<file path="config.mk">
export PLATFORM = sky130hd
export DESIGN_NAME = go_back_n_sender_window
export DESIGN_NICKNAME = d
export VERILOG_FILES = /design/src/design/gbn_pkg.sv /design/src/design/gbn_slot_ram.sv /design/src/design/go_back_n_sender_window.sv
export VERILOG_INCLUDE_DIRS = /design/src /design/src/design
export SDC_FILE = /design/constraint.sdc
export NUM_CORES = 1
export LEC_CHECK = 0
export CAP_MARGIN = 20
export CORE_UTILIZATION = 45
export DETAILED_ROUTE_END_ITERATION = 8
export DONT_BUFFER_PORTS = 1
export GPL_TIMING_DRIVEN = 1
export PLACE_DENSITY_LB_ADDON = 0.05
export SETUP_SLACK_MARGIN = 0.4
export SYNTH_ARGS = -nofsm -noshare
export SYNTH_HDL_FRONTEND = slang
export SYNTH_SLANG_ARGS = --single-unit
</file>
<file path="constraint.sdc">
create_clock -name clk_i -period 5.57 [get_ports clk_i]
set_input_delay 0.2785 -clock clk_i [delete_from_list [all_inputs] [get_ports clk_i]]
set_output_delay 0.2785 -clock clk_i [all_outputs]
set_load 0.1 [all_outputs]
</file>
<file path="src/design/assert_macros.svh">
// ----------------------------------------------------------------------------
// Assertion macros
// Shared concurrent assertion forms, clocked on clk_i and disabled in reset.
// ----------------------------------------------------------------------------
`ifndef ASSERT_MACROS_SVH
`define ASSERT_MACROS_SVH

// Property must hold at every rising edge outside reset.
`define GBN_ASSERT(lbl, prop, msg) \
  lbl: assert property (@(posedge clk_i) disable iff (!rst_ni) prop) \
    else $error(msg);

// Condition must never be seen at a rising edge outside reset.
`define GBN_ASSERT_NEVER(lbl, cond, msg) \
  lbl: assert property (@(posedge clk_i) disable iff (!rst_ni) !(cond)) \
    else $error(msg);

`endif

</file>
<file path="src/design/gbn_pkg.sv">
// ----------------------------------------------------------------------------
// gbn_pkg
// Types and codes shared by the Go-Back-N sender window and its slot memory.
// ----------------------------------------------------------------------------
package gbn_pkg;

  localparam int unsigned KindW = 3;
  localparam int unsigned SeqW  = 32;
  localparam int unsigned TagW  = 32;
  localparam int unsigned LenW  = 9;
  localparam int unsigned WinW  = 5;
  localparam int unsigned TmoW  = 16;
  localparam int unsigned CfgW  = 16;

  // Input kinds.
  localparam logic [KindW-1:0] KIND_DATA = 3'd0;
  localparam logic [KindW-1:0] KIND_EOD  = 3'd1;
  localparam logic [KindW-1:0] KIND_ACK  = 3'd2;
  localparam logic [KindW-1:0] KIND_FIN  = 3'd3;
  localparam logic [KindW-1:0] KIND_TICK = 3'd4;

  // Result actions.
  localparam logic [KindW-1:0] ACT_SEND   = 3'd0;
  localparam logic [KindW-1:0] ACT_RETX   = 3'd1;
  localparam logic [KindW-1:0] ACT_FIN    = 3'd2;
  localparam logic [KindW-1:0] ACT_REFUSE = 3'd3;
  localparam logic [KindW-1:0] ACT_CLOSED = 3'd4;

  // Configuration register indexes.
  localparam logic CFG_WINDOW  = 1'b0;
  localparam logic CFG_TIMEOUT = 1'b1;

  localparam logic [WinW-1:0] WinReset   = 5'd4;
  localparam logic [TmoW-1:0] TmoReset   = 16'd4;
  localparam logic [LenW-1:0] MaxPayload = 9'd500;

  // One stored packet descriptor.
  typedef struct packed {
    logic [TagW-1:0] tag;
    logic [LenW-1:0] len;
  } slot_entry_t;

endpackage

</file>
<file path="src/design/gbn_slot_ram.sv">
// ----------------------------------------------------------------------------
// gbn_slot_ram
// Ring of packet descriptors: one write port, one registered read port.
// ----------------------------------------------------------------------------
module gbn_slot_ram #(
  parameter int unsigned Depth = 16,
  parameter int unsigned AddrW = 4
) (
  input  logic                      clk_i,
  input  logic                      we_i,
  input  logic [AddrW-1:0]          waddr_i,
  input  gbn_pkg::slot_entry_t      wdata_i,
  input  logic [AddrW-1:0]          raddr_i,
  output gbn_pkg::slot_entry_t      rdata_o
);
  import gbn_pkg::*;

  slot_entry_t mem_q [Depth];
  slot_entry_t rdata_q;

  always_ff @(posedge clk_i) begin
    if (we_i) begin
      mem_q[waddr_i] <= wdata_i;
    end
    rdata_q <= mem_q[raddr_i];
  end

  assign rdata_o = rdata_q;

endmodule

</file>
<file path="src/design/go_back_n_sender_window.sv">
// ----------------------------------------------------------------------------
// go_back_n_sender_window
// Sender side of a Go-Back-N ARQ link: window, slot ring, timer, resend walk.
// ----------------------------------------------------------------------------
// Commands enter on start_i with kind_i and its fields; a command transfer
// happens at a rising edge where start_i is high and busy_o is low. Results
// leave on action_o, seq_o, out_tag_o, out_len_o and last_o, each valid for
// exactly one cycle while res_valid_o is high. The receiver cannot stall, so
// every result must be taken when it is strobed. Configuration is written
// through cfg_we_i / cfg_idx_i / cfg_data_i while the block is idle: index 0
// is the window size, index 1 the timeout.
// Every command passes through the execute state after its transfer, while
// busy_o is high; a single result (data offer, end of data, peer FIN,
// refusal, closed reply) is strobed in the cycle after it. While open,
// acks and ticks that do not expire give no result. A timer expiry with N
// packets outstanding walks the slot ring through its registered read port,
// one slot per cycle, with busy_o high; the N resends come out one per
// cycle, the last one marked by last_o and strobed right after busy_o falls.
// Reset empties the window, stops the timer, opens the block and loads window
// size 4 and timeout 4. The slot ring is not cleared; only outstanding slots
// are ever read.
// ----------------------------------------------------------------------------
`include "assert_macros.svh"

module go_back_n_sender_window #(
  parameter int unsigned MAX_WINDOW = 16
) (
  input  logic                          clk_i,
  input  logic                          rst_ni,
  // Command channel
  input  logic                          start_i,
  output logic                          busy_o,
  input  logic [gbn_pkg::KindW-1:0]     kind_i,
  input  logic [gbn_pkg::TagW-1:0]      payload_tag_i,
  input  logic [gbn_pkg::LenW-1:0]      payload_len_i,
  input  logic [gbn_pkg::SeqW-1:0]      ack_seq_i,
  // Result channel
  output logic                          res_valid_o,
  output logic [gbn_pkg::KindW-1:0]     action_o,
  output logic [gbn_pkg::SeqW-1:0]      seq_o,
  output logic [gbn_pkg::TagW-1:0]      out_tag_o,
  output logic [gbn_pkg::LenW-1:0]      out_len_o,
  output logic                          last_o,
  // Configuration write port
  input  logic                          cfg_we_i,
  input  logic                          cfg_idx_i,
  input  logic [gbn_pkg::CfgW-1:0]      cfg_data_i
);
  import gbn_pkg::*;

  // Slot index width, outstanding count width and the width used to
  // compare the count against the configured window.
  localparam int unsigned SlotW = (MAX_WINDOW > 1) ? $clog2(MAX_WINDOW) : 1;
  localparam int unsigned CntW  = $clog2(MAX_WINDOW + 1);
  localparam int unsigned CmpW  = (CntW > WinW) ? CntW : WinW;
  localparam int unsigned SumW  = CntW + 1;

  typedef enum logic [1:0] {
    ST_IDLE,
    ST_EXEC,
    ST_RETX
  } state_e;

  state_e state_q, state_d;

  // Captured command.
  logic [KindW-1:0] kind_q;
  logic [TagW-1:0]  tag_q;
  logic [LenW-1:0]  len_q;
  logic [SeqW-1:0]  ack_q;

  // Configuration.
  logic [WinW-1:0] win_q;
  logic [TmoW-1:0] tmo_q;

  // Window state. outst_q always equals next_q - base_q; the two slot
  // pointers follow base_q and next_q around the ring.
  logic [SeqW-1:0]  base_q, base_d;
  logic [SeqW-1:0]  next_q, next_d;
  logic [SeqW-1:0]  prev_ack_q, prev_ack_d;
  logic [CntW-1:0]  outst_q, outst_d;
  logic [SlotW-1:0] base_slot_q, base_slot_d;
  logic [SlotW-1:0] next_slot_q, next_slot_d;
  logic [TmoW-1:0]  timer_q, timer_d;
  logic             run_q, run_d;
  logic             closed_q, closed_d;

  // Resend walk: read issue side and the aligned read-data side.
  logic [SlotW-1:0] rd_slot_q, rd_slot_d;
  logic [SeqW-1:0]  rd_seq_q, rd_seq_d;
  logic [CntW-1:0]  rd_left_q, rd_left_d;
  logic             pend_q, pend_d;
  logic [SeqW-1:0]  pend_seq_q, pend_seq_d;
  logic             pend_last_q, pend_last_d;

  // Registered result.
  logic             res_valid_q, res_valid_d;
  logic [KindW-1:0] action_q, action_d;
  logic [SeqW-1:0]  seq_q, seq_d;
  logic [TagW-1:0]  otag_q, otag_d;
  logic [LenW-1:0]  olen_q, olen_d;
  logic             last_q, last_d;

  // Slot memory.
  logic        ram_we;
  slot_entry_t ram_wdata;
  slot_entry_t ram_rdata;

  // Derived values.
  logic [WinW-1:0]  eff_win;
  logic             has_room;
  logic [TmoW-1:0]  reload;
  logic [TmoW-1:0]  tick_cnt;
  logic [LenW-1:0]  len_sat;
  logic [SeqW-1:0]  ack_diff;
  logic             ack_hit;
  logic [CntW-1:0]  ack_step;
  logic [SumW-1:0]  slot_sum;
  logic [SlotW-1:0] ack_slot;
  logic [SlotW-1:0] next_slot_inc;
  logic [SlotW-1:0] rd_slot_inc;

  gbn_slot_ram #(
    .Depth (MAX_WINDOW),
    .AddrW (SlotW)
  ) u_slot_ram (
    .clk_i   (clk_i),
    .we_i    (ram_we),
    .waddr_i (next_slot_q),
    .wdata_i (ram_wdata),
    .raddr_i (rd_slot_q),
    .rdata_o (ram_rdata)
  );

  // Window size is used clamped to 1..MAX_WINDOW, a zero timeout as one.
  always_comb begin
    if (win_q == '0) begin
      eff_win = WinW'(1);
    end else if (32'(win_q) > MAX_WINDOW) begin
      eff_win = WinW'(MAX_WINDOW);
    end else begin
      eff_win = win_q;
    end
  end

  assign has_room = CmpW'(outst_q) < CmpW'(eff_win);
  assign reload   = (tmo_q == '0) ? TmoW'(1) : tmo_q;
  assign tick_cnt = timer_q - TmoW'(1);
  assign len_sat  = (len_q > MaxPayload) ? MaxPayload : len_q;

  // A new ack moves the base only if it names an outstanding sequence.
  // The step to the new base is then at most MAX_WINDOW, so the slot
  // pointer wraps with a single compare and subtract.
  assign ack_diff = ack_q - base_q;
  assign ack_hit  = ack_diff < SeqW'(outst_q);
  assign ack_step = ack_diff[CntW-1:0] + CntW'(1);
  assign slot_sum = SumW'(base_slot_q) + SumW'(ack_step);
  assign ack_slot = (32'(slot_sum) >= MAX_WINDOW) ?
                    SlotW'(slot_sum - SumW'(MAX_WINDOW)) : SlotW'(slot_sum);

  assign next_slot_inc = (next_slot_q == SlotW'(MAX_WINDOW - 1)) ?
                         '0 : next_slot_q + SlotW'(1);
  assign rd_slot_inc   = (rd_slot_q == SlotW'(MAX_WINDOW - 1)) ?
                         '0 : rd_slot_q + SlotW'(1);

  assign ram_wdata.tag = tag_q;
  assign ram_wdata.len = len_sat;

  always_comb begin
    state_d     = state_q;
    base_d      = base_q;
    next_d      = next_q;
    prev_ack_d  = prev_ack_q;
    outst_d     = outst_q;
    base_slot_d = base_slot_q;
    next_slot_d = next_slot_q;
    timer_d     = timer_q;
    run_d       = run_q;
    closed_d    = closed_q;
    rd_slot_d   = rd_slot_q;
    rd_seq_d    = rd_seq_q;
    rd_left_d   = rd_left_q;
    pend_d      = 1'b0;
    pend_seq_d  = pend_seq_q;
    pend_last_d = pend_last_q;
    res_valid_d = 1'b0;
    action_d    = action_q;
    seq_d       = seq_q;
    otag_d      = otag_q;
    olen_d      = olen_q;
    last_d      = last_q;
    ram_we      = 1'b0;

    case (state_q)
      ST_IDLE: begin
        if (start_i) begin
          state_d = ST_EXEC;
        end
      end

      ST_EXEC: begin
        state_d = ST_IDLE;
        if (closed_q) begin
          res_valid_d = 1'b1;
          action_d    = ACT_CLOSED;
          seq_d       = '0;
          otag_d      = '0;
          olen_d      = '0;
          last_d      = 1'b1;
        end else begin
          case (kind_q)
            KIND_DATA: begin
              res_valid_d = 1'b1;
              last_d      = 1'b1;
              seq_d       = next_q;
              if (has_room) begin
                ram_we      = 1'b1;
                action_d    = ACT_SEND;
                otag_d      = tag_q;
                olen_d      = len_sat;
                next_d      = next_q + SeqW'(1);
                next_slot_d = next_slot_inc;
                outst_d     = outst_q + CntW'(1);
                if (outst_q == '0) begin
                  timer_d = reload;
                  run_d   = 1'b1;
                end
              end else begin
                action_d = ACT_REFUSE;
                otag_d   = '0;
                olen_d   = '0;
              end
            end
            KIND_EOD: begin
              // The FIN takes the next sequence without consuming it.
              res_valid_d = 1'b1;
              last_d      = 1'b1;
              seq_d       = next_q;
              otag_d      = '0;
              olen_d      = '0;
              if (has_room) begin
                action_d = ACT_FIN;
                timer_d  = reload;
                run_d    = 1'b1;
              end else begin
                action_d = ACT_REFUSE;
              end
            end
            KIND_ACK: begin
              if (ack_q != prev_ack_q) begin
                prev_ack_d = ack_q;
                if (ack_hit) begin
                  base_d      = ack_q + SeqW'(1);
                  base_slot_d = ack_slot;
                  outst_d     = outst_q - ack_step;
                  if (ack_step == outst_q) begin
                    timer_d = '0;
                    run_d   = 1'b0;
                  end else begin
                    timer_d = reload;
                    run_d   = 1'b1;
                  end
                end
              end
            end
            KIND_FIN: begin
              closed_d    = 1'b1;
              run_d       = 1'b0;
              res_valid_d = 1'b1;
              action_d    = ACT_CLOSED;
              seq_d       = '0;
              otag_d      = '0;
              olen_d      = '0;
              last_d      = 1'b1;
            end
            KIND_TICK: begin
              if (run_q) begin
                timer_d = tick_cnt;
                if (tick_cnt == '0) begin
                  if (outst_q == '0) begin
                    run_d = 1'b0;
                  end else begin
                    timer_d   = reload;
                    rd_slot_d = base_slot_q;
                    rd_seq_d  = base_q;
                    rd_left_d = outst_q;
                    state_d   = ST_RETX;
                  end
                end
              end
            end
            default: begin
            end
          endcase
        end
      end

      ST_RETX: begin
        // Issue one slot read per cycle; the data returns from the registered read
        // port in the next cycle, lined up with pend_q.
        if (rd_left_q != '0) begin
          pend_d      = 1'b1;
          pend_seq_d  = rd_seq_q;
          pend_last_d = (rd_left_q == CntW'(1));
          rd_seq_d    = rd_seq_q + SeqW'(1);
          rd_slot_d   = rd_slot_inc;
          rd_left_d   = rd_left_q - CntW'(1);
        end
        if (pend_q) begin
          res_valid_d = 1'b1;
          action_d    = ACT_RETX;
          seq_d       = pend_seq_q;
          otag_d      = ram_rdata.tag;
          olen_d      = ram_rdata.len;
          last_d      = pend_last_q;
          if (pend_last_q) begin
            state_d = ST_IDLE;
          end
        end
      end

      default: begin
        state_d = ST_IDLE;
      end
    endcase
  end

  always_ff @(posedge clk_i or negedge rst_ni) begin
    if (!rst_ni) begin
      state_q     <= ST_IDLE;
      win_q       <= WinReset;
      tmo_q       <= TmoReset;
      base_q      <= SeqW'(1);
      next_q      <= SeqW'(1);
      prev_ack_q  <= '0;
      outst_q     <= '0;
      base_slot_q <= '0;
      next_slot_q <= '0;
      timer_q     <= '0;
      run_q       <= 1'b0;
      closed_q    <= 1'b0;
      rd_left_q   <= '0;
      pend_q      <= 1'b0;
      res_valid_q <= 1'b0;
    end else begin
      state_q     <= state_d;
      base_q      <= base_d;
      next_q      <= next_d;
      prev_ack_q  <= prev_ack_d;
      outst_q     <= outst_d;
      base_slot_q <= base_slot_d;
      next_slot_q <= next_slot_d;
      timer_q     <= timer_d;
      run_q       <= run_d;
      closed_q    <= closed_d;
      rd_left_q   <= rd_left_d;
      pend_q      <= pend_d;
      res_valid_q <= res_valid_d;
      if (cfg_we_i) begin
        case (cfg_idx_i)
          CFG_WINDOW:  win_q <= cfg_data_i[WinW-1:0];
          CFG_TIMEOUT: tmo_q <= cfg_data_i[TmoW-1:0];
          default: begin
          end
        endcase
      end
    end
  end

  // Payload registers carry no reset.
  always_ff @(posedge clk_i) begin
    if (state_q == ST_IDLE && start_i) begin
      kind_q <= kind_i;
      tag_q  <= payload_tag_i;
      len_q  <= payload_len_i;
      ack_q  <= ack_seq_i;
    end
    rd_slot_q   <= rd_slot_d;
    rd_seq_q    <= rd_seq_d;
    pend_seq_q  <= pend_seq_d;
    pend_last_q <= pend_last_d;
    action_q    <= action_d;
    seq_q       <= seq_d;
    otag_q      <= otag_d;
    olen_q      <= olen_d;
    last_q      <= last_d;
  end

  assign busy_o      = (state_q != ST_IDLE);
  assign res_valid_o = res_valid_q;
  assign action_o    = action_q;
  assign seq_o       = seq_q;
  assign out_tag_o   = otag_q;
  assign out_len_o   = olen_q;
  assign last_o      = last_q;

  // The outstanding count mirrors the sequence distance and never
  // overflows the slot ring.
  `GBN_ASSERT(a_outst_tracks_seq, (next_q - base_q) == SeqW'(outst_q),
              "outstanding count out of step with sequence numbers")
  `GBN_ASSERT_NEVER(a_outst_bound, 32'(outst_q) > MAX_WINDOW,
                    "more packets outstanding than slots")
  // A running timer always has a tick left to count.
  `GBN_ASSERT_NEVER(a_timer_live, run_q && (timer_q == '0),
                    "timer running with zero count")
  // The execute cycle sits between a command transfer and its result.
  `GBN_ASSERT(a_no_early_result, (start_i && !busy_o) |=> !res_valid_o,
              "result strobed in the cycle right after a command transfer")
  // Once closed, the block stays closed until reset.
  `GBN_ASSERT(a_closed_sticky, closed_q |=> closed_q,
              "closed state left without reset")

endmodule
</file>
==> results of run 1 <==
[critical path, delay by kind of cell (launching register included)]
kind / cells / cell delay (ps)
AND/OR/NAND/NOR: 6 / 1850
flip-flops: 1 / 360
multiplexers: 1 / 290
adder cells (fa/ha/maj): 3 / 840
buffers and inverters: 2 / 220
XOR/XNOR: 1 / 150
AO/OA/AOI/OAI: 5 / 1090
[registers in the layout (all words and copies together) (netlist names), 9 cells and up]
name,flops
ack_q,32
base_q,32
len_q,9
next_q,32
out_len_o,9
out_tag_o,32
pend_seq_q,32
prev_ack_q,32
rd_seq_q,32
seq_o,32
tag_q,32
timer_q,16
tmo_q,16
u_slot_ram.mem_q,656
u_slot_ram.rdata_o,41
[worst max-delay path by stage]
stage	from	endpoint	slack, ps	depth (start not counted)
floorplan	state_q[1]	u_slot_ram.mem_q[7][0]	10	8
global route	ack_q[0]	base_q[28]	420	19
finish	ack_q[0]	base_slot_q[1]	670	18
global placement	ack_q[1]	base_q[2]	340	18
CTS	ack_q[1]	timer_q[11]	440	17
detailed placement	ack_q[1]	base_q[25]	290	18
[metrics by stage]
stage / instances / setup WS [ps] / cell area, um2
2_1_floorplan: 3002 / 12.39 / 45180
3_3_place_gp: 4197 / 343.5 / 46830
3_5_place_dp: 4197 / 285.6 / 46830
4_1_cts: 4509 / 437.3 / 51680
5_1_grt: 4518 / 416.3 / 51780
6_report: 4518 / 666.4 / 51780
[final cells by class]
| type | count | area [um2] | share of cell area |
|---|---|---|---|
| Tap cell | 1287 | 1610 | 0.03110 |
| Multi-Input combinational cell | 1704 | 13320 | 0.2573 |
| Timing Repair Buffer | 161 | 1597 | 0.03083 |
| Inverter | 74 | 277.8 | 0.005365 |
| Sequential cell | 1076 | 31120 | 0.6010 |
| Antenna cell | 2 | 5.005 | 0.00009666 |
| Clock buffer | 151 | 3123 | 0.06032 |
| Clock inverter | 63 | 720.7 | 0.01392 |
[layer usage]
| layer | wire, um | track usage | part of all wire | up-vias |
|---|---|---|---|---|
| li1 | - | - | - | 11860 |
| met1 | 47590 | 0.2849 | 0.42 | 13404 |
| met2 | 56540 | 0.3754 | 0.50 | 664 |
| met3 | 4833 | 0.03556 | 0.043 | 189 |
| met4 | 3717 | 0.07858 | 0.033 | 8 |
| met5 | 51 | 0 | 0.00045 | - |
[power groups by stage]
stage	sequential (mW)	combinational (mW)	clock, mW
2_1_floorplan	11.9	2.83	0
3_3_place_gp	12.2	3.83	0
3_5_place_dp	12.3	3.87	0
4_1_cts	12.1	3.99	7.85
5_1_grt	12.2	4.33	8.15
6_report	12.1	3.96	7.67
[cell usage after synthesis (10+ instances only)]
master    number  area [um2]
or3_1         10       62.56
xnor2_1       94       823.3
and2_1        18       112.6
clkbuf_1     112       420.4
o21ai_0      143       715.7
nand3_1       60       300.3
a221oi_1      42       367.9
o211ai_1      10       75.07
nand2_1      194       728.2
nand2b_1      18       112.6
a21o_1        23       172.7
mux2_2       102        1149
nand4_1       45       281.5
buf_1         22       82.58
xor2_1        64       560.5
a22oi_1       47       352.8
edfxtp_1     878       26370
dfxtp_1       41       820.8
nor4_1        12       75.07
ha_1          66       825.8
dfrtp_1      153        3829
inv_1         73       274.0
mux4_2        82        1847
a22o_1        78       683.2
buf_2         12       60.06
nor2_1       120       450.4
mux2i_1      129        1291
and3_1        26       162.7
a21oi_1      146       730.7
o21ai_1       20       100.1
nor3_1        40       200.2
[kinds of logic after synthesis]
logic type               Yosys count
buffers and inverters            223
multiplexers                     316
flip-flops                      1076
XOR/XNOR                         158
AO/OA/AOI/OAI                    585
AND/OR/NAND/NOR                  575
adder cells (fa/ha/maj)           69
[timing repair]
action / 4_1_cts / 5_1_grt
buffers inserted: 0 / 5
pin swaps: 0 / 2
hold endpoints to repair: 256 / 0
resized for setup: 3 / 8
hold buffers: 98 / 0
endpoints found under the setup margin: 41 / 46
cloned: 0 / 1
==> metrics.md, run 1 <==
| Metric | Value |
|---|---|
| Slowest CP cell | `or4b_4` |
| Data required time of the worst path | `roughly 6100 ps` |
| Vias in the first global route | `26.86k` |
| Area growth from synthesis to layout | `14.62%` |
| Cell Chain, Critical Path | `inv_1 -> ha_1 -> fa_1 -> nor2b_2 -> o21a_1 -> nor2_1 -> xnor2_1 -> ha_1 -> a21o_1 -> a2111oi_2 -> o211ai_1 -> a2111oi_2 -> nand3_1 -> or4_1 -> or4b_4 -> or3_4 -> buf_4 -> mux2_4` |
| Drt drc | `0` |
| First-pass GRT wire length | `around 170000 um` |
| Overall Power | `around 24 mW` |
| Reg2reg setup slack | `670 ps` |
| Leakage power | `approximately 18 nW` |
| Initial core utilization | `0.4570` |
| Post-DP HPWL | `65980 um` |
| Mux cell area share after synthesis | `0.09589` |
| Drt wl/cell | `24.95 um` |
| Final ANT Viol Nets | `0` |
| Min Hold Slack | `about 70 ps` |
| RSZ-0062 raised after global routing | `false` |
| Finished Core Util | `0.5238` |
| GRT overflow | `0` |
| Final setup viols | `0` |
| Max incr delay on CP | `approximately 600 ps` |
| Core Region | `roughly 0.1 mm2` |
| Synth Area per Inst | `between 15 and 20 um2` |
| IO buf count | `0` |
| Peak supply drop | `between 200 and 300 uV` |
| Clock share of power | `0.324` |
| Synth Area in Compound Gates | `0.08509` |
| Hold endpoint | `win_q[0]` |
| Arr. time, crit path | `5460 ps` |
| CP endpoint kind | `flip-flop` |
| Post-DR vias/cell | `between 5 and 6` |
| F_max | `203.9 MHz` |
| Critical-path maximum fanout | `5` |
| Setup_tns | `0 ps` |
| Clock Skews | `about 38 ps` |
| CTS H-tree depth | `3` |
| Outcome | `finished clean` |
| Die area | `between 0.1 and 0.15 mm2` |
| Largest net degree at the start of global routing | `~160` |
| Commonest non-fill, non-tap cell in the layout | `edfxtp_1` |
| Initial DRC Count | `between 1.5k and 2k` |
| Tcrit/Tclk final | `0.8804` |
| Minimum clock period | `4904 ps` |
| Commonest non-fill, non-tap cells in the layout | `edfxtp_1 (878), nand2_1 (194), dfrtp_1 (153)` |
| Post-synthesis simple-gate area fraction | `0.06060` |
| Row count | `between 100 and 150` |
| Slew Limit Headroom | `0.2689` |
| Syn_nets | `3168` |
| Clock slew at reported path FFs | `~60 ps` |
| Post-Synth XOR/XNOR Area | `0.03063` |
| Yosys reg bits | `around 1.1k` |
| Largest family of logic cells by synthesized area | `multiplexers` |
| Worst Tran Pin Value | `roughly 1100 ps` |
| Final slew viol count | `0` |
| Nets | `~3.3k` |
| Hold path depth | `2` |
| CTS tree | `done` |
| Overall global routing resource usage | `0.2204` |
| Logic pwr share | `0.167` |
| Worst R2R End | `base_slot_q[1]` |
| Layout cell share with drive strength beyond 1 | `0.1440` |
| Crit Path Class | `reg -> reg` |
| Worst R2R Start | `ack_q[0]` |
| Initial antenna violation count | `7` |
| Post-synth EDFFs | `878` |
| Worst skew pair latency | `around 700 ps` |
| Hold path startpoint | `cfg_we_i` |
| P per Cell Area | `between 400 and 500 mW/mm2` |
| I/O pin total | `~180` |
| Worst min-delay path class | `in -> reg` |
| Clock buffer count from CTS | `~110` |
| Die W | `approximately 320 um` |
| CP startpoint kind | `flip-flop` |
| Post-synthesis sequential area ratio | `0.6889` |
| Sequential share of power | `0.510` |
| Detailed-route via count | `approximately 26k` |
| Psw | `7.742 mW` |
| Synthesized cell area | `about 0.045 mm2` |
| Number of distinct library cells after synthesis | `73` |
| Max_cap viols | `0` |
| Hold Violations, Final | `0` |
| Mapped Cells | `~3.0k` |
| Async set or reset register ratio after synthesis | `0.1459` |
| Root buffer cell | `clkbuf_16` |
| Pint | `~16 mW` |
| Pre-antenna DRT Iters | `5` |
| Clk buf depth | `3` |
| Cells on worst reg2reg path | `18` |
| Warnings, synthesis | `0` |
| Post-Synth Adder-Cell Area | `0.01961` |
| Fill cell count | `~8k` |
| Gpl congestion | `slightly below 0.9` |
| Synth Flop Type | `edfxtp_1` |
| Routed WL | `around 110000 um` |
| Switching part of the total | `0.3265` |
| CTS Sinks | `~1.1k` |
| Die height | `318.8 um` |
Power figures use the tool's default switching activity.
==> run 2: changes to the inputs <==
--- a/config.mk
+++ b/config.mk
@@ -7,6 +7,7 @@
 export NUM_CORES = 1
 export LEC_CHECK = 0
 export CAP_MARGIN = 20
+export CORE_MARGIN = 2
 export CORE_UTILIZATION = 45
 export DETAILED_ROUTE_END_ITERATION = 8
 export DONT_BUFFER_PORTS = 1
==> metrics.md, run 2 (synthesis gave the netlist of run 1 again) <==
| Metric | Value |
|---|---|
| Outcome | `finished clean` |
| Biggest register | `u_slot_ram.mem_q` |
| IO buf count | `0` |
| Hold Violations, Final | `0` |
| Post-DP HPWL | `just over 70000 um` |
| Root buffer cell | `clkbuf_16` |
| Final WS setup | `between 500 and 600 ps` |
| Largest net degree at the start of global routing | `about 160` |
| Commonest non-fill, non-tap cells in the layout | `edfxtp_1 (878), nand2_1 (194), dfrtp_1 (153)` |
| Post-DR vias/cell | `between 5 and 6` |
| Gpl congestion | `about 0.94` |
| Drt wl/cell | `~26 um` |
| Row count | `116` |
| Place WS | `between 200 and 250 ps` |
| GRT overflow | `0` |
| Routed WL | `about 120000 um` |
| RSZ-0062 raised after global routing | `true` |
| F_max | `197.6 MHz` |
| Clk buf depth | `3` |
| Drt drc | `0` |
| Critical-path maximum fanout | `10` |
| Arr. time, crit path | `5630 ps` |
| Core Region | `between 0.09 and 0.1 mm2` |
| Pre-antenna DRT Iters | `6` |
| Initial antenna violation count | `4` |
| Storage cell area | `0.03112 mm2` |
| Commonest non-fill, non-tap cell in the layout | `edfxtp_1` |
| First-pass GRT wire length | `approximately 180000 um` |
| CTS tree | `done` |
| Critical Path Sink | `timer_q[3]` |
| Vias in the first global route | `about 26k` |
| Final slew viol count | `0` |
| P per Cell Area | `approximately 460 mW/mm2` |
| Worst Tran Pin Value | `between 1000 and 1500 ps` |
| Fill cell count | `8380` |
| Area occupied by multi-input gates | `approximately 0.013 mm2` |
| Initial DRC Count | `roughly 2.3k` |
| Wl on met1 | `between 50000 and 60000 um` |
| Slew Limit Headroom | `0.2748` |
| Reg2reg setup slack | `about 500 ps` |
| Worst min-delay path class | `in -> reg` |
| Clock slew at reported path FFs | `around 60 ps` |
| Post-CTS Setup Repair Bufs | `0` |
| Largest register FFs | `about 660` |
| Worst R2R Start | `ack_q[0]` |
| Area growth from synthesis to layout | `15.14%` |
| Worst R2R End | `timer_q[3]` |
| Final setup viols | `0` |
| Setup_tns | `0 ps` |
| Clock Skews | `approximately 34 ps` |
| CP startpoint kind | `flip-flop` |
| Layout cell share with drive strength beyond 1 | `0.1514` |
| CTS Sinks | `about 1.1k` |
| CTS H-tree depth | `3` |
| Detailed-route via count | `about 26k` |
| Tcrit/Tclk final | `0.9084` |
| Minimum clock period | `roughly 5100 ps` |
| Leakage power | `18.09 nW` |
| Initial core utilization | `0.4524` |
| Die area | `between 0.1 and 0.15 mm2` |
| Nets | `roughly 3.3k` |
| Clock buffer count from CTS | `approximately 110` |
| Data required time of the worst path | `about 6000 ps` |
| Final ANT Viol Nets | `0` |
| Overall global routing resource usage | `0.2297` |
| Met2 WL post-DR | `between 50000 and 60000 um` |
| Die W | `about 320 um` |
| I/O pin total | `176` |
| Max_cap viols | `0` |
| Length of routed met3 wiring | `about 5600 um` |
| Cells on worst reg2reg path | `18` |
| Peak supply drop | `between 300 and 400 uV` |
| Die height | `approximately 320 um` |
| Worst setup path start | `ack_q[0]` |
| Crit Path Class | `reg -> reg` |
| Highest routed layer | `met5` |
| Worst skew pair latency | `between 700 and 800 ps` |
| CP endpoint kind | `flip-flop` |
-- run 2: worst max-delay path, cell delays in order, from the launching register on --
cell and delay [ps]:
edfxtp_1 370, inv_1 60, ha_1 220, fa_2 360
nor2b_1 160, o21a_1 120, nor2_1 40, xnor2_1 160
ha_1 210, a21o_1 180, a2111oi_4 320, o211ai_1 160
a2111oi_2 350, nand3_1 150, or4_1 490, or4b_4 640
o21ai_4 280, and2_4 290, mux2_2 360
-- run 2: worst min path at each step --
stage | from | to | slack, ps | cells past startpoint
finish | start_i | ack_q[4] | 170 | 1
global route | payload_tag_i[29] | tag_q[29] | 150 | 1
CTS | ack_seq_i[9] | ack_q[9] | 120 | 1
detailed placement | rst_ni | tmo_q[6] | -10 | 0
global placement | rst_ni | tmo_q[6] | -10 | 0
floorplan | rst_ni | base_q[10] | -20 | 0
-- run 2: report_power, final --
group	leakage (nW)	switching (mW)	internal [mW]
combinational	5.77	2.49	1.61
clock	1.89	3.18	4.57
sequential	10.4	2.26	9.83
total	18.1	7.93	16.0
-- run 2: area by class of cell --
type / instances / share of cell area
Sequential cell: 1076 / 0.5983
Multi-Input combinational cell: 1705 / 0.2568
Clock buffer: 148 / 0.05999
Timing Repair Buffer: 179 / 0.03363
Tap cell: 1298 / 0.03122
Clock inverter: 67 / 0.01458
Inverter: 74 / 0.005340
Antenna cell: 2 / 0.00009622
-- run 2: metal layers --
layer | global-route usage | vias up
met5 | 0 | -
li1 | - | 11893
met4 | 0.04922 | 2
met2 | 0.3543 | 696
met3 | 0.03539 | 151
met1 | 0.3460 | 13604
-- run 2: stage by stage --
stage               power, mW  cell area (um2)  hold WS [ps]    util  std cells
floorplan               14.77            45180        -17.09       -       3002
global placement        16.18            47060        -11.73  0.4713       4230
detailed placement      16.27            47060        -12.08  0.4713       4230
CTS                     24.15            51970         116.0  0.5204       4545
global route            24.92            52010         149.6  0.5208       4547
finish                  23.94            52010         167.2  0.5209       4549
-- run 2: timing repair --
| item | 4_1_cts | 5_1_grt |
|---|---|---|
| cloned | 0 | 2 |
| pin swaps | 0 | 4 |
| gates resized for setup | 3 | 5 |
| endpoints found under the setup margin | 51 | 48 |
| endpoints found under the hold margin | 256 | 0 |
| hold buffers | 100 | 0 |
